==> src/hw/rtl/prl_pkg.sv <==
package prl_pkg;

  localparam int TABLE_ENTRIES = 64;

  localparam int ADDR_W  = 32;
  localparam int TIME_W  = 48;
  localparam int COUNT_W = 16;
  localparam int WIN_W   = 32;
  localparam int DUR_W   = 32;
  localparam int CFG_IDX_W  = 2;
  localparam int CFG_DATA_W = 32;

  localparam logic [CFG_IDX_W-1:0] REG_WINDOW    = 2'd0;
  localparam logic [CFG_IDX_W-1:0] REG_MAX_REQ   = 2'd1;
  localparam logic [CFG_IDX_W-1:0] REG_BLOCK_DUR = 2'd2;

  localparam logic [WIN_W-1:0]   WINDOW_RESET    = 32'd60000;
  localparam logic [COUNT_W-1:0] MAX_REQ_RESET   = 16'd100;
  localparam logic [DUR_W-1:0]   BLOCK_DUR_RESET = 32'd300000;

  localparam logic [1:0] VERDICT_OK      = 2'd0;
  localparam logic [1:0] VERDICT_BLOCKED = 2'd1;
  localparam logic [1:0] VERDICT_LIMIT   = 2'd2;
  localparam logic [1:0] VERDICT_FULL    = 2'd3;

  typedef struct packed {
    logic [ADDR_W-1:0]  addr;
    logic [TIME_W-1:0]  now;
    logic [WIN_W-1:0]   window;
    logic [COUNT_W-1:0] max_req;
    logic [TIME_W-1:0]  block_end;
  } req_t;

  typedef struct packed {
    logic match;
    logic free;
  } slot_stat_t;

  typedef struct packed {
    logic [1:0]         verdict;
    logic [COUNT_W-1:0] count;
  } slot_res_t;

endpackage

==> src/hw/rtl/prl_pick.sv <==
module prl_pick (
  input  logic [prl_pkg::TABLE_ENTRIES-1:0] match,
  input  logic [prl_pkg::TABLE_ENTRIES-1:0] free,
  output logic [prl_pkg::TABLE_ENTRIES-1:0] sel,
  output logic                              alloc,
  output logic                              full
);

  logic [prl_pkg::TABLE_ENTRIES-1:0] cand;

  always_comb begin
    alloc = !(|match);
    cand  = alloc ? free : match;
    sel   = cand & (~cand + 1'b1);
    full  = alloc && !(|free);
  end

endmodule

==> config.mk <==
export PLATFORM = sky130hd
export DESIGN_NAME = prl_pick
export DESIGN_NICKNAME = d
export VERILOG_FILES = /design/src/hw/rtl/prl_pkg.sv /design/src/hw/rtl/prl_pick.sv
export SDC_FILE = /design/constraint.sdc
export NUM_CORES = 1
export LEC_CHECK = 0
export BUFFER_PORTS_ARGS = -buffer_cell sky130_fd_sc_hd__buf_2
export CAP_MARGIN = 10
export CORE_UTILIZATION = 40
export DETAILED_ROUTE_END_ITERATION = 16
export PLACE_DENSITY = 0.92
export SLEW_MARGIN = 20
export SYNTH_ARGS = -nofsm -noshare
export SYNTH_HDL_FRONTEND = slang
export SYNTH_SLANG_ARGS = --single-unit
==> constraint.sdc <==
create_clock -name vclk -period 8.8
set_input_delay 1.76 -clock vclk [all_inputs]
set_output_delay 1.76 -clock vclk [all_outputs]
set_load 0.01 [all_outputs]
==> qor.csv <==
stage,metric,value,unit
outcome,run status,completed,
worst_setup_path,critical path required time,7040,ps
logic_synthesis,synthesized-area fraction occupied by adder cells,0,
logic_synthesis,cells taking the most area after synthesis,"a21oi_1, nor4_1, nor2_1, nor3_1, nor4b_2",
logic_synthesis,post-synthesis cell type with the largest combined area,a21oi_1,
logic_synthesis,number of standard cells after synthesis,356,
power,share of power burned in the clock network,0,
layout,"most common cell after layout, fill and taps aside",buf_2,
logic_synthesis,area share of the largest cell type after synthesis,0.1488,
hold_path,Hold Path Sink,sel[54],
routing,ANT nets after route,0,
timing,final critical-path share of the clock period,0.8045,
layout,fill count,507,
power,Sequential Power Share,0,
power,share of power burned in combinational logic,1.000,
routing,DR WL/cell,16.40,µm
timing,worst slew pin tran,1115,ps
layout,area of combinational cells with multiple inputs,0.002041,mm²
timing,Slew headroom,0.2559,
hold_path,Hold Path Depth,3,
clocking,post_cts resized,0,
flow_run,max-cap violation count,0,
power,switching power of the nets,44.36,µW
grt,first-pass GRT wire length,14690,µm
layout,Reg area,0,µm²
hold_path,startpoint of the worst hold path,match[53],
layout,final net count,669,
grt,global-route congestion overflow total,0,
logic_synthesis,combinational family with the most area after synthesis,simple AND/OR/NAND/NOR gates,
floorplanning,number of primary I/O pins,194,
power,leakage power figure,1.304,nW
grt,antenna violations before repair,0,
placed_design,total half-perimeter wirelength after legalization and detailed placement,8072,µm
logic_synthesis,sequential share of the synthesized area,0,
clocking,setup bufs post-CTS,0,
logic_synthesis,nets in the synthesized netlist,484,
timing,number of pins with negative max-slew slack in the final report,0,
grt,total track usage,0.3190,
floorplanning,die width,75.37,µm
logic_synthesis,multiplexer area fraction after synthesis,0,
logic_synthesis,fraction of synthesized cell area in xor and xnor cells,0,
hold_path,class of the most critical hold timing path,primary input to output pin,
placed_design,final RePlAce weighted congestion,0.9159,
timing,Max Freq,0.1412,GHz
worst_setup_path,startpoint kind of the worst setup timing path,primary input,
logic_synthesis,compound-gate portion of the synthesized area,0.3411,
timing,setup TNS,0,ps
floorplanning,die outline area,0.005681,mm²
power,switching share of power,0.5669,
placed_design,IO buf count,194,
floorplanning,die outline height,75.37,µm
routing,Detailed Routing Iterations Pass 1,5,
power,pwr/cell area,24.89,mW/mm²
timing,number of hold-slack violations in the final timing report,0,
power,internal power consumption,33.89,µW
routing,vias per cell,6.440,
logic_synthesis,synth warn,0,
layout,most used cells in the layout excluding fill and tap cells,"buf_2, a21oi_1, nor2_1, nor4_1, nor3_1",
floorplanning,# rows,26,
layout,fraction of final layout cells sized beyond drive strength 1,0.4119,
timing,clock period minus worst slack,7080,ps
worst_setup_path,Critical Path AT,5320,ps
grt,largest net degree at the start of global routing,68,
routing,Remaining DRCs,0,
layout,number of clock-tree buffers in the layout,0,
layout,"Area growth, synth to finish",46.02,%
layout,Seq cells,0,
worst_setup_path,Critical Path End Type,output pin,
layout,share of the core filled with cells in the final layout,0.6117,
routing,1st-iter DRT viols,321,
worst_setup_path,crit path max fanout,67,
logic_synthesis,netlist area before placement,0.002153,mm²
routing,wire length reported by the detailed router,9987,µm
clocking,CTS Hold Bufs,0,
worst_setup_path,Setup Crit Path Kind,primary input to output pin,
timing,final count of negative-setup-slack endpoints,0,
logic_synthesis,synthesized-area fraction occupied by and/or/nand/nor cells,0.6066,
power,worst-case vdd ir drop,0.01567,mV
logic_synthesis,Avg Synthesized Cell Area,6.049,µm²
floorplanning,placeable core region,0.005140,mm²
floorplanning,Starting Density,0.4189,
routing,routed via count,3922,
logic_synthesis,count of cell types in the netlist,47,
layout,ant diodes,0,
grt,via count of the first global-routing pass,3248,
timing,RSZ-0062 raised after global routing,no,
## power by group through the flow
stage | sequential, mW | clock, mW | combinational [mW]
CTS | 0 | 0 | 0.0760
finish | 0 | 0 | 0.0782
global placement | 0 | 0 | 0.0735
detailed placement | 0 | 0 | 0.0755
global route | 0 | 0 | 0.0851
floorplan | 0 | 0 | 0.0238
## cells in the mapped netlist, drive strengths merged
cell     instances
nor4            36
nor3b            7
or2             10
nor3            34
clkbuf           3
and2             1
nand2b           4
nor2b            3
o311ai           2
o21ai           16
and4b            1
o2111ai          2
buf             12
nand4            8
nor4bb           2
inv              4
nand2           12
or4             14
nor4b           11
a31oi            5
a21oi           64
a2111oi          5
a211o            2
nand4b           4
a2111o           2
o41a             1
nand3            9
and3             2
a21o             1
nand4bb          1
a31o             1
and4             1
nor2            49
a311o            1
o21bai           1
a211oi           6
o211ai           9
or3             10
## stage by stage
stage | worst slack, ps | total power, mW | instance area [µm²] | instances | hold WS [ps]
floorplan | 2899 | 0.02379 | 2153 | 356 | 3550
global placement | 1891 | 0.07352 | 3144 | 609 | 3788
detailed placement | 1777 | 0.07554 | 3144 | 609 | 3799
CTS | 1776 | 0.07601 | 3144 | 609 | 3800
global route | 1580 | 0.08508 | 3144 | 609 | 3816
finish | 1720 | 0.07825 | 3144 | 609 | 3800
## routing by layer
| layer | up-vias | GRT usage | part of all wire |
|---|---|---|---|
| met5 | - | 0 | 0 |
| met2 | 273 | 0.5665 | 0.47 |
| met1 | 1775 | 0.4317 | 0.42 |
| met3 | 44 | 0.01323 | 0.083 |
| met4 | 0 | 0.05967 | 0.029 |
| li1 | 1830 | - | - |
## cell families (layout without fill, tap and decap cells)
group	after synthesis	after routing
buf+inv	19	202
simple gates	219	219
compound gates	118	118
## how the worst max path moves through the flow
stage              start  endpoint  depth (start not counted)
2_1_floorplan  match[40]   sel[46]                          9
3_3_place_gp   match[48]   sel[12]                         11
3_5_place_dp   match[40]   sel[12]                         11
4_1_cts        match[40]   sel[12]                         11
5_1_grt        match[40]   sel[12]                         11
6_report       match[40]   sel[12]                         11
## area by class of cell
class | count | share of cell area
tap | 70 | 0.02786
inverter | 4 | 0.004775
timing repair buffer | 198 | 0.3183
multi-input combinational | 337 | 0.6490
## critical path, stage by stage
cell and delay, ps:
buf_2 120, or4_1 630, or4_4 530, nor4_4 270, buf_4 230, nand2_1 100
inv_2 820, buf_4 330, a21oi_1 100, nor4b_2 250, buf_2 170
(Power assumes the default switching activity.)
