===== src/hw/rtl/prl_pkg.sv =====
package prl_pkg;

  localparam int TABLE_ENTRIES = 64;

  localparam int ADDR_W  = 32;
  localparam int TIME_W  = 48;
  localparam int COUNT_W = 16;
  localparam int WIN_W   = 32;
  localparam int DUR_W   = 32;
  localparam int CFG_IDX_W  = 2;
  localparam int CFG_DATA_W = 32;

  localparam logic [CFG_IDX_W-1:0] REG_WINDOW    = 2'd0;
  localparam logic [CFG_IDX_W-1:0] REG_MAX_REQ   = 2'd1;
  localparam logic [CFG_IDX_W-1:0] REG_BLOCK_DUR = 2'd2;

  localparam logic [WIN_W-1:0]   WINDOW_RESET    = 32'd60000;
  localparam logic [COUNT_W-1:0] MAX_REQ_RESET   = 16'd100;
  localparam logic [DUR_W-1:0]   BLOCK_DUR_RESET = 32'd300000;

  localparam logic [1:0] VERDICT_OK      = 2'd0;
  localparam logic [1:0] VERDICT_BLOCKED = 2'd1;
  localparam logic [1:0] VERDICT_LIMIT   = 2'd2;
  localparam logic [1:0] VERDICT_FULL    = 2'd3;

  typedef struct packed {
    logic [ADDR_W-1:0]  addr;
    logic [TIME_W-1:0]  now;
    logic [WIN_W-1:0]   window;
    logic [COUNT_W-1:0] max_req;
    logic [TIME_W-1:0]  block_end;
  } req_t;

  typedef struct packed {
    logic match;
    logic free;
  } slot_stat_t;

  typedef struct packed {
    logic [1:0]         verdict;
    logic [COUNT_W-1:0] count;
  } slot_res_t;

endpackage


===== src/hw/rtl/prl_slot.sv =====
module prl_slot (
  input  logic                clk,
  input  logic                rst,
  input  logic                wr,
  input  logic                alloc,
  input  prl_pkg::req_t       req,
  output prl_pkg::slot_stat_t stat,
  output prl_pkg::slot_res_t  res
);

  logic                         valid;
  logic [prl_pkg::ADDR_W-1:0]   key;
  logic [prl_pkg::COUNT_W-1:0]  count;
  logic [prl_pkg::TIME_W-1:0]   win_start;
  logic                         blocked;
  logic [prl_pkg::TIME_W-1:0]   block_end;

  logic [prl_pkg::COUNT_W-1:0]  count_next;
  logic [prl_pkg::TIME_W-1:0]   win_start_next;
  logic                         blocked_next;
  logic [prl_pkg::TIME_W-1:0]   block_end_next;

  logic [prl_pkg::TIME_W-1:0]   age;
  logic [prl_pkg::COUNT_W-1:0]  cur_count;
  logic [prl_pkg::TIME_W-1:0]   cur_ws;
  logic                         cur_blk;
  logic [prl_pkg::TIME_W-1:0]   cur_be;
  logic [prl_pkg::TIME_W-1:0]   elapsed;
  logic                         expire;
  logic                         still_blocked;
  logic [prl_pkg::COUNT_W-1:0]  cnt1;
  logic [prl_pkg::TIME_W-1:0]   ws1;
  logic                         blk1;
  logic [prl_pkg::TIME_W-1:0]   be1;

  always_comb begin
    age = req.now - win_start;
    stat.match = valid && (key == req.addr);
    stat.free  = !valid ||
                 ((count == '0) &&
                  (age > {{(prl_pkg::TIME_W-prl_pkg::WIN_W-1){1'b0}}, req.window, 1'b0}));

    cur_count = alloc ? '0 : count;
    cur_ws    = alloc ? '0 : win_start;
    cur_blk   = alloc ? 1'b0 : blocked;
    cur_be    = alloc ? '0 : block_end;

    still_blocked = cur_blk && (req.now < cur_be);
    elapsed = req.now - cur_ws;
    expire  = elapsed >= {{(prl_pkg::TIME_W-prl_pkg::WIN_W){1'b0}}, req.window};

    cnt1 = expire ? '0 : cur_count;
    ws1  = expire ? req.now : cur_ws;
    blk1 = expire ? 1'b0 : cur_blk;
    be1  = expire ? '0 : cur_be;

    if (still_blocked) begin
      count_next        = cur_count;
      win_start_next    = cur_ws;
      blocked_next      = cur_blk;
      block_end_next    = cur_be;
      res.verdict       = prl_pkg::VERDICT_BLOCKED;
      res.count         = cur_count;
    end else if (cnt1 >= req.max_req) begin
      count_next        = cnt1;
      win_start_next    = ws1;
      blocked_next      = 1'b1;
      block_end_next    = req.block_end;
      res.verdict       = prl_pkg::VERDICT_LIMIT;
      res.count         = cnt1;
    end else begin
      count_next        = cnt1 + 1'b1;
      win_start_next    = ws1;
      blocked_next      = blk1;
      block_end_next    = be1;
      res.verdict       = prl_pkg::VERDICT_OK;
      res.count         = cnt1 + 1'b1;
    end
  end

  always_ff @(posedge clk) begin
    if (rst) begin
      valid <= 1'b0;
    end else if (wr) begin
      valid <= 1'b1;
    end
  end

  always_ff @(posedge clk) begin
    if (wr) begin
      key          <= req.addr;
      count        <= count_next;
      win_start    <= win_start_next;
      blocked      <= blocked_next;
      block_end    <= block_end_next;
    end
  end

endmodule


===== config.mk =====
export PLATFORM = sky130hd
export DESIGN_NAME = prl_slot
export DESIGN_NICKNAME = d
export VERILOG_FILES = /design/src/hw/rtl/prl_pkg.sv /design/src/hw/rtl/prl_slot.sv
export SDC_FILE = /design/constraint.sdc
export NUM_CORES = 1
export LEC_CHECK = 0
export CAP_MARGIN = 5
export CELL_PAD_IN_SITES_DETAIL_PLACEMENT = 1
export CELL_PAD_IN_SITES_GLOBAL_PLACEMENT = 2
export CORE_ASPECT_RATIO = 0.75
export CORE_MARGIN = 2
export CORE_UTILIZATION = 40
export DETAILED_ROUTE_END_ITERATION = 6
export DONT_BUFFER_PORTS = 1
export PLACE_DENSITY_LB_ADDON = 0.25
export SETUP_SLACK_MARGIN = 0.5
export SYNTH_ARGS = -nofsm -noshare
export SYNTH_HDL_FRONTEND = slang
export SYNTH_SLANG_ARGS = --single-unit

===== constraint.sdc =====
create_clock -name clk -period 21.1 [get_ports clk]
set_input_delay 5.275 -clock clk [delete_from_list [all_inputs] [get_ports clk]]
set_output_delay 5.275 -clock clk [all_outputs]
set_load 0.01 [all_outputs]

==> results.md, run 1 <==
- Clk Latency, worst-skew pair: 0.45 ns
- CP max stage delay: 0.72 ns
- Relative contribution of combinational cells to total power: 36.2%
- Hold depth: 2
- Primary FF master, synth: sky130_fd_sc_hd__edfxtp_1
- Slew at the pin closest to its max-slew limit: 1.17 ns
- Crit path top cell by count: sky130_fd_sc_hd__nand2_1
- Hold Buf Count CTS: 0
- Sinks on Clock Net: 146
- RSZ-0062 raised after global routing: false
- Warning count from the yosys run: 0
- Cts repair resizes: 0
- Netlist cell types: 92
- Slew margin rel.: 21.1%
- Pin count of the biggest net entering global routing: 147
- Die area: 40600 um^2
- Worst slack at placement: 1.53 ns
- Mean number of vias per cell: 6.07
- Area overhead of the layout relative to synthesis: 6.86%
- Average cell area after synthesis: 8.34 um^2
- Grt ovf: 0
- Cell with the biggest individual delay on the critical path: sky130_fd_sc_hd__nor4_4
- Hold Crit Class: reg2reg
- Syn_nets: 2275
- Iteration-0 DRC Markers: 1185
- Clk slew on worst S/H paths: 0.07 ns
- Highest fanout seen on the critical path: 64
- Final setup margin: 1.45 ns
- Pwr Total: 1.02 mW
- Maximum clock frequency: 50.9 MHz
- Total half-perimeter wirelength after legalization and detailed placement: 46.5 mm
- Worst VDD drop: 0.0574 mV
- Placeable core region: 38400 um^2
- Number of antenna violations at the first check in global routing: 2
- Routed wirelength normalized by instance count: 24.3 um
- Core Rows: 62
- Antenna violation net count after detailed routing: 0
- Violated checks: design-rule violations
- Share of the yosys chip area belonging to registers: 28.0%
- Inserted Clock Buffers: 17
- Height of the chip: 175 um
- Status: complete, but fails checks
- CTS tree: built
- Count of input and output buffers: 0
- Netlist area before placement: 15600 um^2
- Synth top area cells: sky130_fd_sc_hd__edfxtp_1, sky130_fd_sc_hd__ha_1, sky130_fd_sc_hd__nand2_1
- Number of post-CTS setup repair buffers: 0
- Type of destination of the critical path: output port
- Number of hold-slack violations in the final timing report: 0
- Most area-hungry cell type in the Yosys netlist: sky130_fd_sc_hd__edfxtp_1
- Sequential share of power: 33.9%
- Die width: 232 um
- Post-layout net count: 2242
- Routability cong.: 0.935
- Max Root-Sink Buffers: 2
- Net Switching: 387 uW
- Worst Clk Skew: 0.0188 ns
- DR vias: 14300
- Proportion of synthesized flip-flops having asynchronous set or reset: 0%
- Number of enable flip-flop cells after synthesis: 145
- Minimum clock period: 19.65 ns
- Initial cell density of the core: 40.6%
- Io pins: 200
- Kind of launch point of the worst setup path: primary input
- Share of total power in the clock network: 30.0%
- Number of levels the H-tree was split into: 4
- Max-cap violation count: 0
- Worst endpoint data arrival time: 14.38 ns
- Root cell of the clock tree: sky130_fd_sc_hd__clkbuf_16
- Number of detailed-routing iterations run before antenna repair: 7
- Portion of the clock cycle consumed by the worst path in the final layout: 93.1%
- Net switching share of the total power: 37.9%
- Most numerous cell types in the synthesized netlist: sky130_fd_sc_hd__nand2_1, sky130_fd_sc_hd__ha_1, sky130_fd_sc_hd__a21oi_1, sky130_fd_sc_hd__edfxtp_1, sky130_fd_sc_hd__inv_1
- Leakage power summed over all cells: 6.89 nW
- Top-area cell type share of the netlist area: 27.9%
- Worst setup path category: in2out
- Layout cells sized above 1: 4.32%
- GRT Resource Usage Total: 28.4%
- Wire length reported by the detailed router: 57.5 mm
- Pwr/cell area: 61.3 nW/um^2
- Required time of the worst setup path: 15.83 ns
- Setup-failing EPs final: 0
- Number of global-route vias before repair: 14300
- Number of instances in the synthesized netlist: 1871
- Leading cell type by number of instances after synthesis: sky130_fd_sc_hd__nand2_1
- Global-route wire length before repair: 87.7 mm
- Cell Int Power: 635 uW
- Final max-slew violation count: 0
- Path depth of the worst reg2reg path: 37
- Drc violations: 5
- Synthesis-stage register bit count: 146
- Aggregate negative setup slack: 0 ns
==> logic make-up after synthesis <==
kind of cell | Yosys count | synth area share (%)
flip-flops | 146 | 28.0
AND/OR/NAND/NOR | 638 | 19.4
adder cells (fa/ha/maj) | 224 | 18.1
buffers and inverters | 185 | 4.54
AO/OA/AOI/OAI | 547 | 22.6
multiplexers | 9 | 0.593
XOR/XNOR | 122 | 6.85
==> path summary, 6_finish.rpt <==
| kind | end | startpoint | slack (ns) |
|---|---|---|---|
| min reg2reg | valid | valid | 0.54 |
| min | valid | valid | 0.54 |
| max | res[9] | alloc | 1.45 |
| max reg2reg | block_end[9] | win_start[0] | 11.46 |
==> flip-flops by register name, indices dropped and copies added (netlist names) <==
register	count
win_start	48
block_end	48
valid	1
count	16
blocked	1
key	32
==> critical path, delay by kind of cell <==
kind,cells,cell delay (ns)
adders and majority gates,3,1.00
xor gates and xnor gates,1,0.26
AOI/OAI and AO/OA,7,1.86
and+or+nand+nor,23,5.12
buffers and inverters,2,0.84
==> cell type report <==
class                      count  area (um^2)
antenna                        2         5.00
clock buffer                  17          425
clock inverter                15          135
fill                        4619        21700
inverter                     127          477
multi-input combinational   1540        10600
sequential                   146         4370
tap                          512          641
timing repair buffer           6         57.6
==> stage by stage <==
stage | hold WS (ns) | std cells | instance area [um^2] | utilization, %
finish | 0.538 | 2365 | 16700 | 43.4
CTS | 0.543 | 2363 | 16700 | 43.4
detailed placement | 0.532 | 2331 | 16100 | 42.0
global placement | 0.500 | 2331 | 16100 | 42.0
floorplan | 0.459 | 1871 | 15600 | -
global route | 0.581 | 2363 | 16700 | 43.4
==> layout by cell type, fill, tap and decap left out, drive strengths merged, types with 9 or more instances in the layout <==
master,Yosys,routed
nand2,309,309
and2,17,17
nor2,91,91
o211ai,16,16
o21bai,9,9
a31oi,22,22
clkbuf,46,17
nand4,59,59
a21o,63,63
nand3,28,28
o21ai,134,134
a211oi,12,12
nor3,29,29
nor2b,16,16
o31ai,53,53
inv,126,137
and3,15,15
xnor2,85,85
ha,222,222
xor2,37,37
edfxtp,145,145
o21a,15,15
a21oi,151,151
nand2b,16,16
nor4,29,29
==> power groups by stage <==
stage	Clock [mW]	Combinational (mW)	Sequential, mW
2_1_floorplan	0	0.261	0.349
3_3_place_gp	0	0.354	0.352
3_5_place_dp	0	0.361	0.353
4_1_cts	0.312	0.365	0.346
5_1_grt	0.320	0.412	0.348
6_report	0.306	0.370	0.346
==> metal layers <==
metal | share of wire, % | global-route usage (%) | wire, um
met2 | 41 | 40.3 | 23600
met4 | 1.1 | 5.15 | 660
met5 | 0 | 0 | 0
met3 | 7.3 | 7.00 | 4180
met1 | 51 | 43.1 | 29100
(Power assumes the default switching activity.)
==> run 2, diff against run 1 <==
--- a/config.mk
+++ b/config.mk
@@ -13,6 +13,7 @@
 export CORE_UTILIZATION = 40
 export DETAILED_ROUTE_END_ITERATION = 6
 export DONT_BUFFER_PORTS = 1
+export GPL_TIMING_DRIVEN = 0
 export PLACE_DENSITY_LB_ADDON = 0.25
 export SETUP_SLACK_MARGIN = 0.5
 export SYNTH_ARGS = -nofsm -noshare
==> run 2 against run 1 <==
The run now ends clean. Combinational power about the same. Global-route usage grew 0.73 points. Register-to-register slack better by 0.63 ns. Maximum frequency down 1.9%. Via count grew 1.3%. Clock power is essentially flat. Critical path depth up 3. Sequential share of layout area fell by 0.30 points. First-iteration DRC count decreased by 11%. Die area did not move. Clock skew down 0.0031 ns. Critical path type unchanged.
==> results.md, run 2 (synthesis gave the netlist of run 1 again) <==
- Placed Instance Area: 16300 um^2 (+1.0%)
- Routed wirelength normalized by instance count: 24.4 um (+0.42%)
- Hold Crit Class: reg2reg
- Root cell of the clock tree: sky130_fd_sc_hd__clkbuf_16
- Hold depth: 2 (unchanged)
- Final max-slew violation count: 0 (unchanged)
- Pin count of the biggest net entering global routing: 147 (unchanged)
- Clk Latency, worst-skew pair: 0.46 ns (about the same)
- Number of global-route vias before repair: 15000 (+4.5%)
- Drc violations: 0 (-5)
- Initial cell density of the core: 40.6% (unchanged)
- Net switching share of the total power: 38.1% (+0.24 points)
- Minimum clock period: 20.03 ns (+0.379 ns)
- Worst setup path category: in2out
- Largest registers ranked by flip-flop count: block_end x48, win_start x48, key x32
- Worst VDD drop: 0.0626 mV (+9.0%)
- Type of destination of the critical path: output port
- Cell with the biggest individual delay on the critical path: sky130_fd_sc_hd__fa_1
- Number of hold-slack violations in the final timing report: 0 (unchanged)
- Worst endpoint data arrival time: 14.76 ns (+0.38 ns)
- Height of the chip: 175 um (unchanged)
- Status: complete, no violations
- Die area: 40600 um^2 (unchanged)
- Portion of the clock cycle consumed by the worst path in the final layout: 94.9% (+1.8 points)
- Hold Buf Count CTS: 0 (unchanged)
- Sequential share of power: 33.7% (-0.2 points)
- Maximum clock frequency: 49.9 MHz (-1.9%)
- Number of detailed-routing iterations run before antenna repair: 5 (-2)
- Antenna violation net count after detailed routing: 0 (unchanged)
- Io pins: 200 (unchanged)
- Grt ovf: 0 (unchanged)
- FF-to-FF Start: win_start[0]
- Clk slew on worst S/H paths: 0.07 ns (about the same)
- Share of total power in the clock network: 30.0% (about the same)
- Core Rows: 62 (unchanged)
- Max Root-Sink Buffers: 2 (unchanged)
- Kind of launch point of the worst setup path: primary input
- Cell Int Power: 635 uW (about the same)
- Mean number of vias per cell: 6.00 (-1.0%)
- Hold Path Sink: valid
- Path depth of the worst reg2reg path: 37 (unchanged)
- Worst Clk Skew: 0.0157 ns (-0.00308 ns)
- Routability cong.: 0.951 (+1.7%)
- Wire length reported by the detailed router: 59.1 mm (+2.8%)
- Worst-case register-to-register setup slack: 12.09 ns (+0.63 ns)
- Global-route wire length before repair: 89.7 mm (+2.3%)
- Number of antenna violations at the first check in global routing: 2 (unchanged)
- Inserted Clock Buffers: 17 (unchanged)
- CP max stage delay: 0.51 ns (-0.21 ns)
- Placeable core region: 38400 um^2 (unchanged)
- CTS tree: built
- Sinks on Clock Net: 146 (unchanged)
- Aggregate negative setup slack: 0 ns (unchanged)
- Slew margin rel.: 8.76% (-12 points)
- Startpoint of the tightest hold check path: valid
- Count of input and output buffers: 0 (unchanged)
- Setup-failing EPs final: 0 (unchanged)
- Leakage power summed over all cells: 6.98 nW (+1.3%)
- RSZ-0062 raised after global routing: false
- Slew at the pin closest to its max-slew limit: 1.37 ns (+0.191 ns)
- Die width: 232 um (unchanged)
- Max-cap violation count: 0 (unchanged)
- Most frequent cells in the layout: sky130_fd_sc_hd__nand2_1, sky130_fd_sc_hd__ha_1, sky130_fd_sc_hd__a21oi_1
- Most common cell after layout, fill and taps aside: sky130_fd_sc_hd__nand2_1
- Post-layout net count: 2297 (+2.5%)
- Layout cells sized above 1: 4.72% (+0.40 points)
- Number of levels the H-tree was split into: 4 (unchanged)
- Iteration-0 DRC Markers: 1055 (-11%)
- Net Switching: 392 uW (+1.1%)
- Pwr/cell area: 60.9 nW/um^2 (-0.69%)
- Area overhead of the layout relative to synthesis: 8.11%
- DR vias: 14500 (+1.3%)
- Required time of the worst setup path: 15.83 ns (about the same)
- Total half-perimeter wirelength after legalization and detailed placement: 49.3 mm (+6.1%)
- Design Area, Final: 16900 um^2 (+1.2%)
- GRT Resource Usage Total: 29.1% (+0.73 points)
- Relative contribution of combinational cells to total power: 36.3% (about the same)
- Worst reg2reg path endpoint: count[5]
- Highest fanout seen on the critical path: 10 (-84%)
==> run 2: cell count changes in the layout (fill, tap and decap cells not counted), moves of 2 or more <==
cell / change
sky130_fd_sc_hd__clkinvlp_4: +2
sky130_fd_sc_hd__clkbuf_2: +3
sky130_fd_sc_hd__buf_4: -3
sky130_fd_sc_hd__clkbuf_1: +44
sky130_fd_sc_hd__inv_6: -2
sky130_fd_sc_hd__buf_2: +10
==> run 2: power by group through the flow <==
stage	clock (mW)	combinational (mW)	sequential, mW
after floorplan	0	0.261	0.349
after global placement	0	0.352	0.351
after detailed placement	0	0.364	0.352
after CTS	0.312	0.367	0.346
after global routing	0.322	0.415	0.348
final	0.308	0.373	0.346
==> run 2: timing repair <==
| item | 4_1_cts | 5_1_grt |
|---|---|---|
| pin swaps | 0 | 1 |
| buffers inserted | 0 | 1 |
| resized for setup | 3 | 4 |
| setup endpoints to repair | 9 | 11 |
==> run 2: layout make-up <==
cell class | instances | area, um^2
clock buffer | 17 | 425
multi-input combinational | 1540 | 10500
sequential | 146 | 4370
clock inverter | 15 | 144
antenna | 3 | 7.51
inverter | 127 | 477
fill | 4587 | 21500
buffer | 58 | 236
tap | 512 | 641
timing repair buffer | 3 | 27.5
==> run 2: layer usage <==
metal / wire length, um / vias up / GRT usage [%]
li1: - / 6976 / -
met1: 28900 / 7079 / 42.1
met2: 24400 / 423 / 42.5
met3: 4660 / 55 / 8.32
met4: 1080 / 0 / 6.76
met5: 0 / - / 0
==> run 2: worst max path at each step <==
stage	slack, ns	cells after the start	from	end
2_1_floorplan	2.92	38	alloc	res[7]
3_3_place_gp	0.17	37	alloc	res[17]
3_5_place_dp	0.16	37	alloc	res[17]
4_1_cts	0.60	39	alloc	res[5]
5_1_grt	0.50	39	alloc	res[5]
6_report	1.07	39	alloc	res[5]
==> run 2: worst max-delay path, delay by kind of cell <==
family	cells	cell delay, ns
AND/OR/NAND/NOR	18	3.74
AO/OA/AOI/OAI	10	2.32
buffers and inverters	6	1.85
adder cells (fa/ha/maj)	3	1.06
XOR/XNOR	2	0.48
==> run 2: per-stage QoR <==
stage               utilization (%)  setup slack, ns  total power, mW  hold slack (ns)  instances
floorplan                         -             2.92            0.610            0.459       1871
global placement               42.3            0.171            0.703            0.492       2383
detailed placement             42.4            0.163            0.716            0.517       2385
CTS                            43.9            0.596             1.03            0.531       2417
global route                   43.9            0.500             1.08            0.562       2418
finish                         43.9             1.07             1.03            0.521       2421
